$ cat src/rtl/assert_macros.svh
// Assertion macros shared by the RTL.
`ifndef ASSERT_MACROS_SVH
`define ASSERT_MACROS_SVH

// Property must hold at every clock edge outside reset.
`define LIPF_ASSERT(lbl, prop, msg) \
  lbl: assert property (@(posedge clk_i) disable iff (!rst_ni) prop) else $error(msg);

// Expression must never be true outside reset.
`define LIPF_ASSERT_NEVER(lbl, expr, msg) \
  lbl: assert property (@(posedge clk_i) disable iff (!rst_ni) !(expr)) else $error(msg);

`endif

$ cat src/rtl/lipf_pkg.sv
// Types and constants of the lidar isolated point filter.
`default_nettype none
package lipf_pkg;

  localparam int unsigned CFG_W      = 16;
  localparam int unsigned CFG_IDX_W  = 4;
  localparam int unsigned FIELD_W    = 16;
  localparam int unsigned FIFO_DEPTH = 4;
  localparam int unsigned FIFO_CNT_W = 3;

  localparam logic [CFG_W-1:0] LOW_RESET   = 16'd0;
  localparam logic [CFG_W-1:0] HIGH_RESET  = 16'd30000;
  localparam logic [CFG_W-1:0] CLOSE_RESET = 16'd0;
  localparam logic [CFG_W-1:0] GAP_RESET   = 16'd100;

  typedef enum logic [CFG_IDX_W-1:0] {
    REG_RANGE_LOW  = 4'd0,
    REG_RANGE_HIGH = 4'd1,
    REG_TOO_CLOSE  = 4'd2,
    REG_NBR_GAP    = 4'd3
  } cfg_reg_e;

  typedef struct packed {
    logic [CFG_W-1:0] range_low;
    logic [CFG_W-1:0] range_high;
    logic [CFG_W-1:0] too_close;
    logic [CFG_W-1:0] nbr_gap;
  } cfg_t;

  typedef struct packed {
    logic load;
    logic clear;
  } cell_ctl_t;

  typedef struct packed {
    logic [FIELD_W-1:0] mm;
    logic               nan;
    logic               done;
  } out_beat_t;

  typedef struct packed {
    logic push_a;
    logic push_b;
  } fifo_push_t;

  typedef struct packed {
    logic [FIFO_CNT_W-1:0] count;
  } fifo_stat_t;

endpackage
`default_nettype wire

$ cat src/rtl/lipf_cell.sv
// One sample slot of the window: value, NaN flag and a present flag.
`default_nettype none
module lipf_cell #(
  parameter int unsigned SAMPLE_BITS = 16
) (
  input  wire logic                   clk_i,
  input  wire logic                   rst_ni,
  input  wire lipf_pkg::cell_ctl_t    ctl_i,
  input  wire logic [SAMPLE_BITS-1:0] value_i,
  input  wire logic                   nan_i,
  output logic [SAMPLE_BITS-1:0]      value_o,
  output logic                        nan_o,
  output logic                        present_o
);

  logic [SAMPLE_BITS-1:0] value_q;
  logic                   nan_q;
  logic                   present_q, present_d;

  always_comb begin
    present_d = present_q;
    if (ctl_i.clear) begin
      present_d = 1'b0;
    end else if (ctl_i.load) begin
      present_d = 1'b1;
    end
  end

  always_ff @(posedge clk_i or negedge rst_ni) begin
    if (!rst_ni) begin
      present_q <= 1'b0;
    end else begin
      present_q <= present_d;
    end
  end

  always_ff @(posedge clk_i) begin
    if (ctl_i.load) begin
      value_q <= value_i;
      nan_q   <= nan_i;
    end
  end

  assign value_o   = value_q;
  assign nan_o     = nan_q;
  assign present_o = present_q;

endmodule
`default_nettype wire

$ cat src/rtl/lipf_decide.sv
// Keep-or-reject decision for one sample given its two neighbors.
`default_nettype none
module lipf_decide #(
  parameter int unsigned SAMPLE_BITS = 16
) (
  input  wire lipf_pkg::cfg_t         cfg_i,
  input  wire logic [SAMPLE_BITS-1:0] cur_i,
  input  wire logic                   cur_nan_i,
  input  wire logic                   has_p_i,
  input  wire logic [SAMPLE_BITS-1:0] p_i,
  input  wire logic                   p_nan_i,
  input  wire logic                   has_n_i,
  input  wire logic [SAMPLE_BITS-1:0] n_i,
  input  wire logic                   n_nan_i,
  output logic [SAMPLE_BITS-1:0]      res_o,
  output logic                        res_nan_o
);

  // compare width: covers both the sample and the 16 bit limits plus one
  localparam int unsigned CW =
    ((SAMPLE_BITS > lipf_pkg::CFG_W) ? SAMPLE_BITS : lipf_pkg::CFG_W) + 1;

  logic [CW-1:0] cur, p, n, lo, hi, tc, gap, mark_raw, mask, mark;
  logic [CW-1:0] dp, dn;
  logic          oor, close, pv, nv, pfar, nfar, rej;

  always_comb begin
    cur      = CW'(cur_i);
    p        = CW'(p_i);
    n        = CW'(n_i);
    lo       = CW'(cfg_i.range_low);
    hi       = CW'(cfg_i.range_high);
    tc       = CW'(cfg_i.too_close);
    gap      = CW'(cfg_i.nbr_gap);
    mask     = CW'({SAMPLE_BITS{1'b1}});
    mark_raw = hi + CW'(1);
    mark     = (mark_raw > mask) ? mask : mark_raw;

    dp = (p > cur) ? (p - cur) : (cur - p);
    dn = (n > cur) ? (n - cur) : (cur - n);

    oor   = !cur_nan_i && ((cur > hi) || (cur < lo));
    close = !cur_nan_i && (cur < tc);
    pv    = has_p_i && !p_nan_i && (p > lo) && (p < hi);
    nv    = has_n_i && !n_nan_i && (n > lo) && (n < hi);
    pfar  = !has_p_i || (!p_nan_i && !cur_nan_i && (dp > gap));
    nfar  = !has_n_i || (!n_nan_i && !cur_nan_i && (dn > gap));
    rej   = !oor && (close || (!pv && !nv) || (pfar && nfar));

    res_o     = rej ? mark[SAMPLE_BITS-1:0] : cur_i;
    res_nan_o = rej ? 1'b0 : cur_nan_i;
  end

endmodule
`default_nettype wire

$ cat src/rtl/lipf_ofifo.sv
// Small output queue, up to two pushes and one pop per cycle; head at entry 0.
`default_nettype none
module lipf_ofifo (
  input  wire logic                 clk_i,
  input  wire logic                 rst_ni,
  input  wire lipf_pkg::fifo_push_t push_i,
  input  wire lipf_pkg::out_beat_t  beat_a_i,
  input  wire lipf_pkg::out_beat_t  beat_b_i,
  input  wire logic                 pop_i,
  output lipf_pkg::out_beat_t       head_o,
  output lipf_pkg::fifo_stat_t      stat_o
);

  localparam int unsigned D  = lipf_pkg::FIFO_DEPTH;
  localparam int unsigned CW = lipf_pkg::FIFO_CNT_W;

  lipf_pkg::out_beat_t entry_q [D];
  lipf_pkg::out_beat_t entry_d [D];
  lipf_pkg::out_beat_t first_beat;
  logic [CW-1:0]       count_q, count_d, base, n_push;

  always_comb begin
    // compact: a lone second push goes to the first free slot
    first_beat = push_i.push_a ? beat_a_i : beat_b_i;
    n_push     = CW'(push_i.push_a) + CW'(push_i.push_b);
    base       = count_q - CW'(pop_i);
    count_d    = base + n_push;
    for (int i = 0; i < D; i++) begin
      if (pop_i && (i < D - 1)) begin
        entry_d[i] = entry_q[i+1];
      end else begin
        entry_d[i] = entry_q[i];
      end
      if ((n_push != '0) && (CW'(i) == base)) begin
        entry_d[i] = first_beat;
      end
      if ((n_push == CW'(2)) && (CW'(i) == base + CW'(1))) begin
        entry_d[i] = beat_b_i;
      end
    end
  end

  always_ff @(posedge clk_i or negedge rst_ni) begin
    if (!rst_ni) begin
      count_q <= '0;
    end else begin
      count_q <= count_d;
    end
  end

  always_ff @(posedge clk_i) begin
    for (int i = 0; i < D; i++) begin
      entry_q[i] <= entry_d[i];
    end
  end

  assign head_o       = entry_q[0];
  assign stat_o.count = count_q;

endmodule
`default_nettype wire

$ cat src/rtl/lidar_isolated_point_filter.sv
// Top level of the lidar isolated point filter: window cells, decisions, output queue.
//
//   channel  dir  handshake                 payload
//   in       in   in_valid_i / in_stall_o   range_mm_i, not_a_number_i, end_of_scan_i
//   out      out  out_valid_o / out_stall_i filtered_mm_o, filtered_nan_o, scan_done_o
//   cfg      in   cfg_we_i                  cfg_idx_i, cfg_data_i
//
// One input beat per cycle. A beat's result is pushed when the next beat is
// taken and leaves the queue the next cycle at the earliest; an end-of-scan
// beat also pushes its own result, so it pushes two unless it opens its scan.
// The four-entry output queue sets the rate: in_stall_o is high while fewer
// than two slots are free. Reset empties the window and the queue and loads
// the register defaults. Output stalls back up through the queue only.
`default_nettype none
`include "assert_macros.svh"
module lidar_isolated_point_filter #(
  parameter int unsigned SAMPLE_BITS = 16
) (
  input  wire logic                            clk_i,
  input  wire logic                            rst_ni,
  // configuration
  input  wire logic                            cfg_we_i,
  input  wire logic [lipf_pkg::CFG_IDX_W-1:0]  cfg_idx_i,
  input  wire logic [lipf_pkg::CFG_W-1:0]      cfg_data_i,
  // input samples
  input  wire logic                            in_valid_i,
  output logic                                 in_stall_o,
  input  wire logic [lipf_pkg::FIELD_W-1:0]    range_mm_i,
  input  wire logic                            not_a_number_i,
  input  wire logic                            end_of_scan_i,
  // filtered samples
  output logic                                 out_valid_o,
  input  wire logic                            out_stall_i,
  output logic [lipf_pkg::FIELD_W-1:0]         filtered_mm_o,
  output logic                                 filtered_nan_o,
  output logic                                 scan_done_o
);

  localparam int unsigned SW = SAMPLE_BITS;
  // wide enough for the sample, the 16 bit port and one spare bit
  localparam int unsigned XW =
    ((SAMPLE_BITS > lipf_pkg::FIELD_W) ? SAMPLE_BITS : lipf_pkg::FIELD_W) + 1;

  // ---------------- configuration registers ----------------
  lipf_pkg::cfg_t cfg_q, cfg_d;

  always_comb begin
    cfg_d = cfg_q;
    if (cfg_we_i) begin
      case (lipf_pkg::cfg_reg_e'(cfg_idx_i))
        lipf_pkg::REG_RANGE_LOW:  cfg_d.range_low  = cfg_data_i;
        lipf_pkg::REG_RANGE_HIGH: cfg_d.range_high = cfg_data_i;
        lipf_pkg::REG_TOO_CLOSE:  cfg_d.too_close  = cfg_data_i;
        lipf_pkg::REG_NBR_GAP:    cfg_d.nbr_gap    = cfg_data_i;
        default:                  cfg_d = cfg_q;  // unused index: ignored
      endcase
    end
  end

  always_ff @(posedge clk_i or negedge rst_ni) begin
    if (!rst_ni) begin
      cfg_q.range_low  <= lipf_pkg::LOW_RESET;
      cfg_q.range_high <= lipf_pkg::HIGH_RESET;
      cfg_q.too_close  <= lipf_pkg::CLOSE_RESET;
      cfg_q.nbr_gap    <= lipf_pkg::GAP_RESET;
    end else begin
      cfg_q <= cfg_d;
    end
  end

  // ---------------- input beat ----------------
  logic              in_acc, last;
  logic [XW-1:0]     raw_ext;
  logic [SW-1:0]     r;

  assign in_acc  = in_valid_i && !in_stall_o;
  assign last    = end_of_scan_i;
  assign raw_ext = XW'(range_mm_i);
  // NaN samples carry a zero range from here on
  assign r       = not_a_number_i ? '0 : raw_ext[SW-1:0];

  // ---------------- window cells ----------------
  // held: sample waiting for its next neighbor (raw).
  // prev: filtered sample before held; its present flag says held is not
  // the first of its scan.
  lipf_pkg::cell_ctl_t held_ctl, prev_ctl;
  logic [SW-1:0]       held_v, prev_v, res_a, res_b;
  logic                held_nan, held_pres, prev_nan, prev_pres, res_a_nan, res_b_nan;

  assign held_ctl.load  = in_acc && !last;
  assign held_ctl.clear = in_acc && last;
  assign prev_ctl.load  = in_acc && !last && held_pres;
  assign prev_ctl.clear = in_acc && last;

  lipf_cell #(.SAMPLE_BITS(SAMPLE_BITS)) u_held (
    .clk_i     (clk_i),
    .rst_ni    (rst_ni),
    .ctl_i     (held_ctl),
    .value_i   (r),
    .nan_i     (not_a_number_i),
    .value_o   (held_v),
    .nan_o     (held_nan),
    .present_o (held_pres)
  );

  lipf_cell #(.SAMPLE_BITS(SAMPLE_BITS)) u_prev (
    .clk_i     (clk_i),
    .rst_ni    (rst_ni),
    .ctl_i     (prev_ctl),
    .value_i   (res_a),
    .nan_i     (res_a_nan),
    .value_o   (prev_v),
    .nan_o     (prev_nan),
    .present_o (prev_pres)
  );

  // held sample, judged against filtered prev and the raw incoming sample
  lipf_decide #(.SAMPLE_BITS(SAMPLE_BITS)) u_dec_held (
    .cfg_i     (cfg_q),
    .cur_i     (held_v),
    .cur_nan_i (held_nan),
    .has_p_i   (prev_pres),
    .p_i       (prev_v),
    .p_nan_i   (prev_nan),
    .has_n_i   (1'b1),
    .n_i       (r),
    .n_nan_i   (not_a_number_i),
    .res_o     (res_a),
    .res_nan_o (res_a_nan)
  );

  // last sample of a scan: previous neighbor is the held result, no next
  lipf_decide #(.SAMPLE_BITS(SAMPLE_BITS)) u_dec_last (
    .cfg_i     (cfg_q),
    .cur_i     (r),
    .cur_nan_i (not_a_number_i),
    .has_p_i   (held_pres),
    .p_i       (res_a),
    .p_nan_i   (res_a_nan),
    .has_n_i   (1'b0),
    .n_i       ('0),
    .n_nan_i   (1'b0),
    .res_o     (res_b),
    .res_nan_o (res_b_nan)
  );

  // ---------------- output queue ----------------
  lipf_pkg::fifo_push_t push;
  lipf_pkg::out_beat_t  beat_a, beat_b, head;
  lipf_pkg::fifo_stat_t fstat;
  logic [XW-1:0]        res_a_ext, res_b_ext;
  logic                 pop;

  assign res_a_ext = XW'(res_a);
  assign res_b_ext = XW'(res_b);

  assign push.push_a = in_acc && held_pres;
  assign push.push_b = in_acc && last;

  assign beat_a.mm   = res_a_nan ? '0 : res_a_ext[lipf_pkg::FIELD_W-1:0];
  assign beat_a.nan  = res_a_nan;
  assign beat_a.done = 1'b0;
  assign beat_b.mm   = res_b_nan ? '0 : res_b_ext[lipf_pkg::FIELD_W-1:0];
  assign beat_b.nan  = res_b_nan;
  assign beat_b.done = 1'b1;

  assign pop = out_valid_o && !out_stall_i;

  lipf_ofifo u_ofifo (
    .clk_i    (clk_i),
    .rst_ni   (rst_ni),
    .push_i   (push),
    .beat_a_i (beat_a),
    .beat_b_i (beat_b),
    .pop_i    (pop),
    .head_o   (head),
    .stat_o   (fstat)
  );

  // room for two pushes required before taking a beat
  assign in_stall_o = fstat.count >
    lipf_pkg::FIFO_CNT_W'(lipf_pkg::FIFO_DEPTH - 2);
  assign out_valid_o    = fstat.count != '0;
  assign filtered_mm_o  = head.mm;
  assign filtered_nan_o = head.nan;
  assign scan_done_o    = head.done;

  // ---------------- assertions ----------------
  `LIPF_ASSERT_NEVER(a_fifo_bound,
    fstat.count > lipf_pkg::FIFO_CNT_W'(lipf_pkg::FIFO_DEPTH), "output queue overflow")
  `LIPF_ASSERT_NEVER(a_prev_needs_held, prev_pres && !held_pres,
    "prev cell present without a held sample")
  `LIPF_ASSERT(a_scan_end_flush, in_acc && last |=> !held_pres && !prev_pres,
    "window not emptied after end of scan")
  `LIPF_ASSERT(a_prev_follows, in_acc && !last && held_pres |=> prev_pres,
    "filtered neighbor not kept")

endmodule
`default_nettype wire
$ cat config.mk
export PLATFORM = sky130hd
export DESIGN_NAME = lidar_isolated_point_filter
export DESIGN_NICKNAME = d
export VERILOG_FILES = /design/src/rtl/lipf_pkg.sv /design/src/rtl/lipf_cell.sv /design/src/rtl/lipf_decide.sv /design/src/rtl/lipf_ofifo.sv /design/src/rtl/lidar_isolated_point_filter.sv
export VERILOG_INCLUDE_DIRS = /design/src /design/src/rtl
export SDC_FILE = /design/constraint.sdc
export NUM_CORES = 1
export LEC_CHECK = 0
export BUFFER_PORTS_ARGS = -buffer_cell sky130_fd_sc_hd__buf_2
export CAP_MARGIN = 20
export CORE_MARGIN = 2
export CORE_UTILIZATION = 43
export CTS_BUF_LIST = sky130_fd_sc_hd__clkbuf_16
export DETAILED_ROUTE_END_ITERATION = 10
export PLACE_DENSITY = 0.57
export SLEW_MARGIN = 10
export SYNTH_ARGS = -nofsm -noshare
export SYNTH_HDL_FRONTEND = slang
export SYNTH_SLANG_ARGS = --single-unit
$ cat constraint.sdc
create_clock -name clk_i -period 22.7 [get_ports clk_i]
set_clock_uncertainty 0.15 [all_clocks]
set_input_delay 1.135 -clock clk_i [delete_from_list [all_inputs] [get_ports clk_i]]
set_output_delay 1.135 -clock clk_i [all_outputs]
set_load 0.02 [all_outputs]
After elaboration in Yosys (flattened, before gate mapping). Memories as Yosys holds them, arrays and structs flattened. Cells that the tools add are included.

Register bits: 103. Latch bits: 0. Memory bits (writable): 72. ROM bits: 0. Output and inout bits: 20. Memories kept: 1.

Memory list: u_ofifo.entry_q (depth 4, bits a word 18, read ports 4, clocked after memory_dff 0, wr ports 4, line lipf_ofifo.sv:17) `lipf_pkg::out_beat_t entry_q [D];`.

$add $sub $neg: 11. Multipliers: 0. Div/mod/pow operators: 0. Order comparisons: 20. Equal/unequal tests: 10. Shift-type cells: 0. Muxes and demuxes: 27. Bitwise logic cells: 0. Reductions and logical operators: 69.

Operators with widths (number): two-way mux 18 bit (12); > comparator 16 bit (8); < comparator 16 bit (7); subtractor 16 x 16 -> 17 bit (6); two-way mux 16 bit (6); > comparator 17 x 16 -> 1 bit (3); two-way mux 17 bit (3); logical AND 1 bit (36); adder 16 x 1 -> 17 bit, second input constant (1); > comparator 17 x 16 -> 1 bit, second input constant (1); zero test 1 bit (14); equality test 2 x 3 -> 1 bit, first input constant (4); equality test 4 x 2 -> 1 bit, second input constant (2); logical OR 1 bit (8); AND reduction 2 bit (4); equality test 1 x 3 -> 1 bit, first input constant (2); zero test 3 bit (2); two-way mux 1 bit (6); nonzero test 3 bit (2); equality test 4 x 1 -> 1 bit, second input constant (1); zero test 4 bit (1); nonzero test 2 bit (2); adder 3 x 1 -> 3 bit, second input constant (1); adder 3 bit (1); 4 further kinds (4).

Logic depth before layout (Yosys ltp).
Depth after elaboration: 23. Gate-level depth with buffers: 56.

By module. Synthesis repeated with hierarchy kept, for this count alone.

Cell total of the unflattened synthesis: 2517. Area total of the unflattened synthesis: 22376.5 um^2.

Modules (own cells, without submodules): lipf_decide (u_dec_held) (times used 1, cells an instance 1040, area an instance 7529.7 um^2); lipf_decide (u_dec_last) (times used 1, cells an instance 934, area an instance 6954.2 um^2); lipf_ofifo (times used 1, cells an instance 303, area an instance 3896.2 um^2); lidar_isolated_point_filter (times used 1, cells an instance 202, area an instance 2905.3 um^2); lipf_cell (times used 2, cells an instance 19, area an instance 545.5 um^2).

Worst setup path after synthesis. OpenSTA, ideal clock, no wires.

Path kind: input to register. Start point: input port not_a_number_i. End point: memory u_ofifo.entry_q[0][16] (netlist bit) (data pin). Setup time: 0.259 ns. Arrival time: 11.583 ns. Slack: 10.708 ns. Stages on the path: 52. Path through: clkbuf_1 > clkbuf_1 > nor2b_1 > inv_1 > ha_1 > nand3_1 > or2_1 > a2111o_1 > a32oi_2 > buf_4 > clkbuf_1 > buf_1 > o21ai_0 > xnor2_1 > ha_1 > nand3_1 > o21bai_1 > a31oi_1 > [16 not listed] > clkbuf_1 > nor4_1 > a31oi_1 > xor2_1 > ha_1 > a2111oi_0 > o21ai_0 > a21oi_1 > nor2b_1 > a211oi_1 > a21boi_0 > a221oi_1 > o41a_1 > or3_1 > buf_6 > mux2i_2 > a21oi_1 > a211o_1.

RTL lines: from (decl) (line lidar_isolated_point_filter.sv:29) `input wire logic not_a_number_i,`; to (decl) (line lipf_ofifo.sv:17).

==> impl_metrics.xml <==
<?xml version="1.0" encoding="UTF-8"?>
<metrics>
  <group name="worst_setup_path">
    <metric name="worst-setup-path-type" unit="">flip-flop to flip-flop</metric>
    <metric name="worstSetupStartpointType" unit="">flip-flop</metric>
    <metric name="crit-reg2reg-capture" unit="">u_ofifo.entry_q[0][16]</metric>
    <metric name="worstPathRequired" unit="ps">22770</metric>
    <metric name="crit_arrival" unit="ps">14890</metric>
    <metric name="critical_path_s_largest_stage_delay" unit="ps">1030</metric>
    <metric name="rr_worst_depth" unit="">48</metric>
    <metric name="timing.critical_path.buf_inv" unit="">5</metric>
    <metric name="cell_type_group_with_the_largest_total_delay_on_the_critical_path" unit="">compound AO/OA/AOI/OAI gates</metric>
    <metric name="worst_setup_end_kind" unit="">flip-flop</metric>
    <metric name="r2r_slack" unit="ps">7880</metric>
    <metric name="worst-path-max-fanout" unit="">29</metric>
    <metric name="crit_path_top_delay_cell" unit="">sky130_fd_sc_hd__o21ai_0</metric>
    <metric name="r2r-start" unit="">u_held.value_o[1]</metric>
  </group>
  <group name="placement">
    <metric name="buffer_ports.inserted" unit="">62</metric>
    <metric name="detailed_place_hpwl" unit="mm">56.2</metric>
    <metric name="globalplace.congestion" unit="">0.988</metric>
  </group>
  <group name="min_path">
    <metric name="hold_depth" unit="">1</metric>
    <metric name="hold_path_startpoint" unit="">u_held.present_o</metric>
    <metric name="min_delay_worst_endpoint" unit="">u_held.present_o</metric>
    <metric name="timing.hold.worst.class" unit="">flip-flop to flip-flop</metric>
  </group>
  <group name="die">
    <metric name="placement_rows" unit="">74</metric>
    <metric name="floorplan.io_pins" unit="">63</metric>
    <metric name="die-height" unit="µm">208</metric>
    <metric name="die_x" unit="µm">208</metric>
    <metric name="floorplan.initialDensity" unit="%">43.8</metric>
    <metric name="dieArea" unit="µm²">43400</metric>
    <metric name="core_region_area" unit="µm²">41000</metric>
  </group>
  <group name="synth">
    <metric name="synthAdderAreaFrac" unit="%">21.9</metric>
    <metric name="main_combinational_cell_family_by_area_after_synthesis" unit="">compound AO/OA/AOI/OAI gates</metric>
    <metric name="yosysUniqueCellTypes" unit="">85</metric>
    <metric name="synth_seq_cells" unit="">175</metric>
    <metric name="synth_nets" unit="">2391</metric>
    <metric name="synth.cell_area" unit="µm²">18000</metric>
    <metric name="synth-edff-count" unit="">102</metric>
    <metric name="synth_warnings" unit="">0</metric>
    <metric name="postSynth.topFlopCell" unit="">sky130_fd_sc_hd__edfxtp_1</metric>
    <metric name="synthMuxAreaShare" unit="%">5.06</metric>
    <metric name="synth_compound_area_share" unit="%">22.5</metric>
    <metric name="synth_area_per_cell" unit="µm²">8.81</metric>
    <metric name="post_synth_inst_count" unit="">2039</metric>
    <metric name="post_synth_xor_area_fraction" unit="%">2.78</metric>
    <metric name="yosysSeqAreaShare" unit="%">27.2</metric>
    <metric name="synth_simple_gate_area_share" unit="%">14.9</metric>
    <metric name="share_of_synthesized_flip_flops_with_an_asynchronous_set_or_reset" unit="%">39.4</metric>
  </group>
  <group name="grt">
    <metric name="gr-total-overflow" unit="">0</metric>
    <metric name="grt_max_degree" unit="">70</metric>
    <metric name="total_routing_usage_reported_by_global_routing" unit="%">33.4</metric>
    <metric name="antenna_violations_before_repair" unit="">2</metric>
    <metric name="grt_first_pass_wirelength" unit="mm">107</metric>
    <metric name="number_of_global_route_vias_before_repair" unit="">16200</metric>
  </group>
  <group name="clock_tree">
    <metric name="clock_insertion_delay_worst_skew" unit="ps">460</metric>
    <metric name="cts-resized-gates" unit="">0</metric>
    <metric name="ctsHoldBuffers" unit="">0</metric>
    <metric name="cts_made_buffers" unit="">17</metric>
    <metric name="postCtsSetupRepairBufs" unit="">0</metric>
    <metric name="num_clock_sinks" unit="">175</metric>
    <metric name="clk_path_buf_depth" unit="">2</metric>
    <metric name="clkSlewWorstSetupHoldPaths" unit="ps">80</metric>
    <metric name="clock_tree.htree_level_count" unit="">4</metric>
    <metric name="tritoncts" unit="">done</metric>
    <metric name="clockRootBuffer" unit="">sky130_fd_sc_hd__clkbuf_16</metric>
  </group>
  <group name="route">
    <metric name="drt-pass1-iter-count" unit="">7</metric>
    <metric name="antenna_viol_nets_final" unit="">0</metric>
    <metric name="dr_total_vias" unit="">16900</metric>
    <metric name="vias_per_cell" unit="">6.44</metric>
    <metric name="drc" unit="">0</metric>
    <metric name="detail_route.wl_per_cell" unit="µm">28.0</metric>
    <metric name="drt_iter0_drc" unit="">1852</metric>
    <metric name="drt-total-wl" unit="mm">73.3</metric>
  </group>
  <group name="sta">
    <metric name="worst_slew_margin_rel" unit="%">23.3</metric>
    <metric name="final_min_period_over_clock_period" unit="%">65.3</metric>
    <metric name="rsz_0062_raised_after_global_routing" unit="">no</metric>
    <metric name="drv_slew" unit="">0</metric>
    <metric name="period_needed" unit="ps">14820</metric>
    <metric name="setup-violations-final" unit="">0</metric>
    <metric name="max_freq" unit="MHz">67.5</metric>
    <metric name="fin_tns_setup" unit="ps">0</metric>
    <metric name="tightest_slew" unit="ps">1150</metric>
    <metric name="final_hold_viol_count" unit="">0</metric>
  </group>
  <group name="layout">
    <metric name="finalNetCount" unit="">2425</metric>
    <metric name="fin_util" unit="%">47.4</metric>
    <metric name="proportion_of_layout_cells_with_a_drive_suffix_above_1" unit="%">10.3</metric>
    <metric name="layout_area_growth_over_synthesis" unit="%">8.27</metric>
    <metric name="fill_cell_total_of_the_finished_layout" unit="">3914</metric>
  </group>
  <group name="flow_run">
    <metric name="max_cap_check_violation_count" unit="">0</metric>
  </group>
  <group name="pwr">
    <metric name="vdd_drop_max" unit="V">0.0000773</metric>
    <metric name="p_leak" unit="µW">0.00876</metric>
    <metric name="power_density_over_the_cells" unit="nW/µm²">114</metric>
  </group>
  <group name="run_status">
    <metric name="outcome" unit="">complete, no violations</metric>
  </group>
</metrics>
report_power, final:
group | switching, µW | total, µW | internal (µW)
Clock | 136 | 294 | 157
Sequential | 62.6 | 500 | 438
Combinational | 900 | 1420 | 515
Total | 1100 | 2210 | 1110
placed cells by master, fill, tap and decap left out, types with 51 or more instances in the layout:
cell                       instances
sky130_fd_sc_hd__ha_1            302
sky130_fd_sc_hd__inv_1           176
sky130_fd_sc_hd__nand3_1          68
sky130_fd_sc_hd__nand4_1          51
sky130_fd_sc_hd__nor2_1           97
sky130_fd_sc_hd__o21ai_0         142
sky130_fd_sc_hd__nand2_1         156
sky130_fd_sc_hd__buf_2            61
sky130_fd_sc_hd__edfxtp_1        102
sky130_fd_sc_hd__a21o_1           66
sky130_fd_sc_hd__dfrtp_1          59
sky130_fd_sc_hd__a21oi_1         160
Yosys cell counts (8+ instances only):
cell type | count | area, µm²
sky130_fd_sc_hd__a211oi_1 | 19 | 143
sky130_fd_sc_hd__a21oi_1 | 160 | 801
sky130_fd_sc_hd__o221ai_1 | 18 | 158
sky130_fd_sc_hd__and2_1 | 8 | 50.1
sky130_fd_sc_hd__o22ai_1 | 28 | 175
sky130_fd_sc_hd__o21bai_1 | 20 | 150
sky130_fd_sc_hd__o31ai_1 | 10 | 75.1
sky130_fd_sc_hd__nor4_1 | 20 | 125
sky130_fd_sc_hd__clkbuf_1 | 61 | 229
sky130_fd_sc_hd__mux2_2 | 42 | 473
sky130_fd_sc_hd__a21o_1 | 66 | 495
sky130_fd_sc_hd__and3_1 | 8 | 50.1
sky130_fd_sc_hd__o21a_1 | 33 | 248
sky130_fd_sc_hd__nor2_1 | 97 | 364
sky130_fd_sc_hd__nor2b_1 | 41 | 257
sky130_fd_sc_hd__nand4_1 | 51 | 319
sky130_fd_sc_hd__xor2_1 | 15 | 131
sky130_fd_sc_hd__nand3_1 | 68 | 340
sky130_fd_sc_hd__buf_2 | 13 | 65.1
sky130_fd_sc_hd__dfstp_2 | 10 | 263
sky130_fd_sc_hd__o211ai_1 | 8 | 60.1
sky130_fd_sc_hd__xnor2_1 | 42 | 368
sky130_fd_sc_hd__dfrtp_1 | 59 | 1480
sky130_fd_sc_hd__a2111oi_0 | 8 | 70.1
sky130_fd_sc_hd__inv_1 | 174 | 653
sky130_fd_sc_hd__edfxtp_1 | 102 | 3060
sky130_fd_sc_hd__ha_1 | 302 | 3780
sky130_fd_sc_hd__mux2i_1 | 32 | 320
sky130_fd_sc_hd__nand2b_1 | 29 | 181
sky130_fd_sc_hd__nand2_1 | 156 | 586
sky130_fd_sc_hd__a31oi_1 | 16 | 100
sky130_fd_sc_hd__nor3_1 | 31 | 155
sky130_fd_sc_hd__a211o_1 | 12 | 105
sky130_fd_sc_hd__o21ai_0 | 143 | 716
flip-flops by register name (all words and copies together), names as in the netlist:
| register | flops |
|---|---|
| u_ofifo.stat_o | 3 |
| u_held.value_o | 16 |
| cfg_q | 64 |
| u_prev.present_o | 1 |
| u_held.nan_o | 1 |
| u_prev.value_o | 16 |
| u_ofifo.entry_q | 72 |
| u_held.present_o | 1 |
| u_prev.nan_o | 1 |
routing by layer:
layer  track usage, %  routed length, µm  vias to the layer above
met2             52.4              32500                      893
met3             6.19               6410                      201
met5                0                  0                        -
met1             43.8              30700                     8171
li1                 -                  -                     7614
met4             17.6               3810                        0
through the flow:
step / hold WS, ps / cell area (µm²) / cells / power [µW] / worst slack (ps)
after floorplan: 290 / 18000 / 2039 / 1440 / 10710
after global placement: 309 / 18900 / 2583 / 1860 / 8270
after detailed placement: 316 / 18900 / 2583 / 1880 / 8090
after CTS: 333 / 19400 / 2615 / 2180 / 8370
after global routing: 351 / 19400 / 2618 / 2360 / 7240
final: 329 / 19400 / 2619 / 2210 / 7880
how the worst max path moves through the flow:
stage / startpoint / end / slack (ps) / depth (start not counted)
after floorplan: not_a_number_i / u_ofifo.entry_q[0][16] / 10710 / 52
after global placement: not_a_number_i / u_ofifo.entry_q[0][16] / 8270 / 47
after detailed placement: not_a_number_i / u_ofifo.entry_q[0][16] / 8090 / 47
after CTS: u_held.value_o[1] / u_ofifo.entry_q[0][16] / 8370 / 49
after global routing: u_held.value_o[1] / u_ofifo.entry_q[1][5] / 7240 / 48
final: u_held.value_o[1] / u_ofifo.entry_q[0][16] / 7880 / 48
layout make-up:
class	count	area (µm²)	share of cell area [%]
antenna	1	2.50	0.0129
clock buffer	18	450	2.32
clock inverter	14	114	0.585
inverter	176	663	3.41
multi-input combinational	1604	12100	62.1
sequential	175	4880	25.1
tap	532	666	3.42
timing repair buffer	99	599	3.08
cells by family after synthesis:
group / count (synthesis)
and+or+nand+nor: 538
adders and majority gates: 310
muxes: 80
AOI/OAI and AO/OA: 619
xor gates and xnor gates: 57
DFF: 175
buffers and inverters: 260
(Power assumes the default switching activity.)
